$ cat src/rtl/core/block_average_downsampler_defines.svh
// ----------------------------------------------------------------------------
// Block average downsampler assertion macros
// Concurrent check wrappers, compiled out for synthesis.
// ----------------------------------------------------------------------------
`ifndef BLOCK_AVERAGE_DOWNSAMPLER_DEFINES_SVH
`define BLOCK_AVERAGE_DOWNSAMPLER_DEFINES_SVH
`ifndef SYNTHESIS
`define BAD_ASSERT(name, clk, rstn, ante, cons) \
  name: assert property (@(posedge clk) disable iff (!(rstn)) (ante) |-> (cons)) \
    else $error("assertion failed");
`define BAD_ASSERT_NEXT(name, clk, rstn, ante, cons) \
  name: assert property (@(posedge clk) disable iff (!(rstn)) (ante) |=> (cons)) \
    else $error("assertion failed");
`else
`define BAD_ASSERT(name, clk, rstn, ante, cons)
`define BAD_ASSERT_NEXT(name, clk, rstn, ante, cons)
`endif
`endif

$ cat src/rtl/core/bad_pkg.sv
// ----------------------------------------------------------------------------
// Block average downsampler package
// Register map, field widths and controller/datapath interface types.
// ----------------------------------------------------------------------------
package bad_pkg;

  localparam int SampleW = 32;
  localparam int ColsW   = 13;
  localparam int RowsW   = 16;
  localparam int FactW   = 5;

  localparam logic [1:0] REG_IMAGE_COLS = 2'd0;
  localparam logic [1:0] REG_IMAGE_ROWS = 2'd1;
  localparam logic [1:0] REG_ROW_FACTOR = 2'd2;
  localparam logic [1:0] REG_COL_FACTOR = 2'd3;

  typedef struct packed {
    logic step;
    logic merge;
    logic div_start;
    logic out_load;
  } bad_cmd_t;

  typedef struct packed {
    logic colend;
    logic last_row;
    logic div_done;
    logic out_free;
  } bad_status_t;

endpackage

$ cat src/rtl/core/bad_ctrl.sv
// ----------------------------------------------------------------------------
// Block average controller
// Sequences sample step, column store merge, divide and result hand-off.
// ----------------------------------------------------------------------------
module bad_ctrl import bad_pkg::*; (
  input  logic        clk_i,
  input  logic        rst_ni,
  input  logic        in_valid_i,
  output logic        in_ready_o,
  input  bad_status_t st_i,
  output bad_cmd_t    cmd_o
);

  localparam logic [1:0] S_IDLE  = 2'd0;
  localparam logic [1:0] S_MERGE = 2'd1;
  localparam logic [1:0] S_DIV   = 2'd2;
  localparam logic [1:0] S_OUT   = 2'd3;

  logic [1:0] state_q, state_d;

  assign in_ready_o = (state_q == S_IDLE);

  always_comb begin
    state_d = state_q;
    cmd_o   = '0;
    unique case (state_q)
      S_IDLE: begin
        if (in_valid_i) begin
          cmd_o.step = 1'b1;
          if (st_i.colend) state_d = S_MERGE;
        end
      end
      S_MERGE: begin
        cmd_o.merge = 1'b1;
        if (st_i.last_row) begin
          cmd_o.div_start = 1'b1;
          state_d = S_DIV;
        end else begin
          state_d = S_IDLE;
        end
      end
      S_DIV: begin
        if (st_i.div_done) state_d = S_OUT;
      end
      S_OUT: begin
        if (st_i.out_free) begin
          cmd_o.out_load = 1'b1;
          state_d = S_IDLE;
        end
      end
      default: state_d = S_IDLE;
    endcase
  end

  always_ff @(posedge clk_i or negedge rst_ni) begin
    if (!rst_ni) begin
      state_q <= S_IDLE;
    end else begin
      state_q <= state_d;
    end
  end

endmodule

$ cat config.mk
export PLATFORM = sky130hd
export DESIGN_NAME = bad_ctrl
export DESIGN_NICKNAME = d
export VERILOG_FILES = /design/src/rtl/core/block_average_downsampler_defines.svh /design/src/rtl/core/bad_pkg.sv /design/src/rtl/core/bad_ctrl.sv
export SDC_FILE = /design/constraint.sdc
export NUM_CORES = 1
export LEC_CHECK = 0
export BUFFER_PORTS_ARGS = -buffer_cell sky130_fd_sc_hd__buf_2
export CORE_AREA = 10 10 47 49
export CTS_CLUSTER_DIAMETER = 150
export DETAILED_ROUTE_END_ITERATION = 8
export DIE_AREA = 0 0 57 59
export GPL_TIMING_DRIVEN = 0
export PLACE_DENSITY = 0.32
export SLEW_MARGIN = 20
export SYNTH_ARGS = -nofsm -noshare
export SYNTH_HDL_FRONTEND = slang
export SYNTH_SLANG_ARGS = --single-unit
$ cat constraint.sdc
create_clock -name clk_i -period 1.6 [get_ports clk_i]
set_input_delay 0.24 -clock clk_i [delete_from_list [all_inputs] [get_ports clk_i]]
set_output_delay 0.24 -clock clk_i [all_outputs]
set_load 0.02 [all_outputs]
### Word level (Yosys, flattened, before mapping)

Cells that the tools add are included.

| storage, ports and cells | value |
|---|---|
| latch bits | 0 |
| bits in registers | 2 |
| bits of input ports | 7 |
| memories kept | 0 |
| word-level logic and storage cells | 22 |
| memory bits (writable) | 0 |
| ROM bits | 0 |

| cells by class | value |
|---|---|
| order comparisons | 0 |
| reductions and logical operators | 2 |
| add/sub/neg operators | 0 |
| divide/modulo/power cells | 0 |
| equal/unequal tests | 7 |
| bitwise gates (word level) | 0 |
| multiplexer cells | 12 |
| multiply operators | 0 |
| shifts and indexed selects | 0 |

Operator list:

| cell | number |
|---|---|
| $mux 2 | 6 |
| $pmux 2 s4 | 1 |
| $ne 2x2->1 const B | 3 |
| $mux 1 | 5 |
| $eq 2x2->1 const B | 2 |
| $reduce_and 4->1 | 1 |
| $eq 2x1->1 const B | 1 |
| $logic_not 2->1 | 1 |
| $ne 2x1->1 const B | 1 |

### Depth between registers and ports, before layout

| depth | value |
|---|---|
| depth in word-level cells | 3 |
| gate-level depth with buffers | 2 |
| gate-level depth less buffers | 2 |

### Worst setup path before layout

No wires, ideal clock.

| path | value |
|---|---|
| path kind | register -> output |
| start point | register with a tool-made name |
| end point | output port cmd_o[3] (netlist bit) |
| arrival time | 1.031 ns |
| stages on the path, launching flop included | 3 |
| path slack | 0.329 ns |
| buffers on the path | 0 |
| cells stage by stage | dfrtp_1 > nor2_1 > and2_1 |

RTL lines:

| what | line | source |
|---|---|---|
| end, declared | bad_ctrl.sv:11 | `output bad_cmd_t cmd_o` |

==> results.txt <==
M1 WL = 266 um
Routed length on met2 = 115 um
Sequential share of the synthesized area = 0.4255
Status = finished clean
RePlAce Congestion = 0.7210
Met3 wire len = 100 um
Hold path depth = 3
Root buffer cell = clkbuf_4
WL per Instance = 10.95 um
DP Area = 192.7 sq um
Pre-antenna DRT Iters = 4
Required @ worst endpoint = 1.36 ns
DR top layer = met3
Synth unique cells = 9
Final period util = 0.8486
Clock sinks = 2
Final Hold Fails = 0
Syn Area/Cell = 9.047 sq um
Total Power = 418.1 uW
TritonCTS clock tree = done
H-tree depth = 1
Post-synthesis cell count = 13
R2R Path End = state_q[0]$_DFFE_PN0P_
Io pins = 12
Post-synth top cells = a21oi_1 (2), and2_1 (2), dfrtp_1 (2), nor2_1 (2)
Number of inserted diodes = 0
Row Count = 14
Later-pin clock latency in the skew report = 0.22 ns
FF-to-FF path depth = 2
Worst setup EP type = primary output
Initial Util = 0.08393
Antenna violations before repair = 0
Min Tclk post-route = 1.358 ns
Arrival time at the worst endpoint = 1.12 ns
Setup ws final = 0.2423 ns
Area growth syn-to-layout = 91.49%
Max transition margin = 0.8662
FF-to-FF setup slack = 0.75 ns
Worst Setup Slack post-DPL = 0.4750 ns
Crit-path max FO = 6
Clk buf depth = 2
Final setup violation count = 0
Synth top area share = 0.4255
Drt initial violations = 2
Vias in the first global route = 151
Width of the die = 57 um
Warnings, synthesis = 0
First-pass GRT wire length = 738 um
Die height = 59 um
Max-cap viol count = 0
Synthesized cell area = 117.6 sq um
Port bufs = 11
Setup CP Type = reg2out
Worst ir drop on vdd = 462.3 uV
Clk pin slew, worst setup/hold paths = 0.03 ns
Synth area leader = dfrtp_1
Power per standard cell area = 1856 mW/mm^2
Final wirelength = 482 um
Top_reg_cell synth = dfrtp_1
Hold WC Path Type = in2reg
Setup Skew = 0.002450 ns
Die area = 0.003363 sq mm
Unrepaired setup endpoints after global routing = false
Filler cells = 170
Routed vias = 155
Final non-filler cell area = 225.2 sq um
GR Util All Layers = 0.03287
Leak = 0.0001182 uW
CTS Buf Count = 3
Core Area = 0.001401 sq mm
Drc violations = 0
Post-synth EDFFs = 0
Setup TNS = 0 ns
Vias per cell = 3.523
Synthesized flop and latch total = 2
Top post-synthesis cells by area = dfrtp_1 (43%), and2_1 (11%), a21oi_1 (8.5%), nor2b_2 (7.4%), a22oi_1 (6.4%)
Total congestion overflow = 0
Fmax = 0.7365 GHz
Largest net degree at the start of global routing = 8
Slew @ Worst Pin = 0.2007 ns
Final net count = 37
Share of cells above drive strength 1 = 0.5714
WHS = 0.2870 ns
Post-route ant nets = 0
Max Slew Vio Count = 0
Syn nets = 20
Crit start category = flop
Ys async rst share = 1.000
Worst hold start = st_i[2]
Post-CTS Setup Repair Bufs = 0
==> through the flow <==
step           cells  utilization
3_5_place_dp      40       0.1375
4_1_cts           44       0.1607
3_3_place_gp      40       0.1375
5_1_grt           44       0.1607
6_report          44       0.1607
2_1_floorplan     13            -
==> cell type report <==
cell class | instances | area, sq um | area share
clock buffers | 3 | 22.52 | 0.1000
well taps | 16 | 20.02 | 0.08889
repair buffers | 12 | 65.06 | 0.2889
flip-flops and latches | 2 | 50.05 | 0.2222
multi-input cells | 11 | 67.56 | 0.3000
==> critical path, stage by stage (launching register included) <==
cell and delay (ns):
dfrtp_1 0.42, nor2b_2 0.18, and2_1 0.15, buf_2 0.15
==> per-layer routing <==
layer | vias up | global-route usage
met5 | - | 0
met4 | 0 | 0.05034
met3 | 0 | 0.03004
met2 | 16 | 0.01705
met1 | 63 | 0.04286
li1 | 76 | -
==> timing repair <==
item                                    CTS  global route
endpoints found under the setup margin    0             0
hold buffers                              1             0
endpoints found under the hold margin     2             0
resized for setup                         0             0
==> report_power, final <==
group	switching, uW	internal (uW)	total, uW
combinational	110	81.0	191
clock	27.5	82.6	110
sequential	40.2	77.2	117
==> worst max path at each step <==
| stage | from | endpoint | slack (ns) | depth (start not counted) |
|---|---|---|---|---|
| floorplan | flop | cmd_o[3] | 0.33 | 2 |
| global placement | state_q[0]$_DFFE_PN0P_ | cmd_o[1] | 0.50 | 3 |
| detailed placement | state_q[0]$_DFFE_PN0P_ | cmd_o[1] | 0.47 | 3 |
| CTS | state_q[0]$_DFFE_PN0P_ | cmd_o[1] | 0.24 | 3 |
| global route | state_q[0]$_DFFE_PN0P_ | cmd_o[1] | 0.18 | 3 |
| finish | state_q[0]$_DFFE_PN0P_ | cmd_o[1] | 0.24 | 3 |
==> logic make-up (layout without fill, tap and decap cells) <==
family | count (synthesis) | after routing | share of synthesized area
flip-flops | 2 | 2 | 0.4255
AND/OR/NAND/NOR | 8 | 8 | 0.4256
AO/OA/AOI/OAI | 3 | 3 | 0.1490
buffers and inverters | 0 | 15 | 0
==> layout by cell type (no fill, tap or decap), drive strengths merged <==
cell / instances
nor2b: 1
a22oi: 1
a21oi: 2
dlygate4sd3: 1
buf: 11
and3: 1
nand2b: 1
nand3b: 1
and2: 2
dfrtp: 2
nor2: 2
clkbuf: 3
Power figures use the tool's default switching activity.
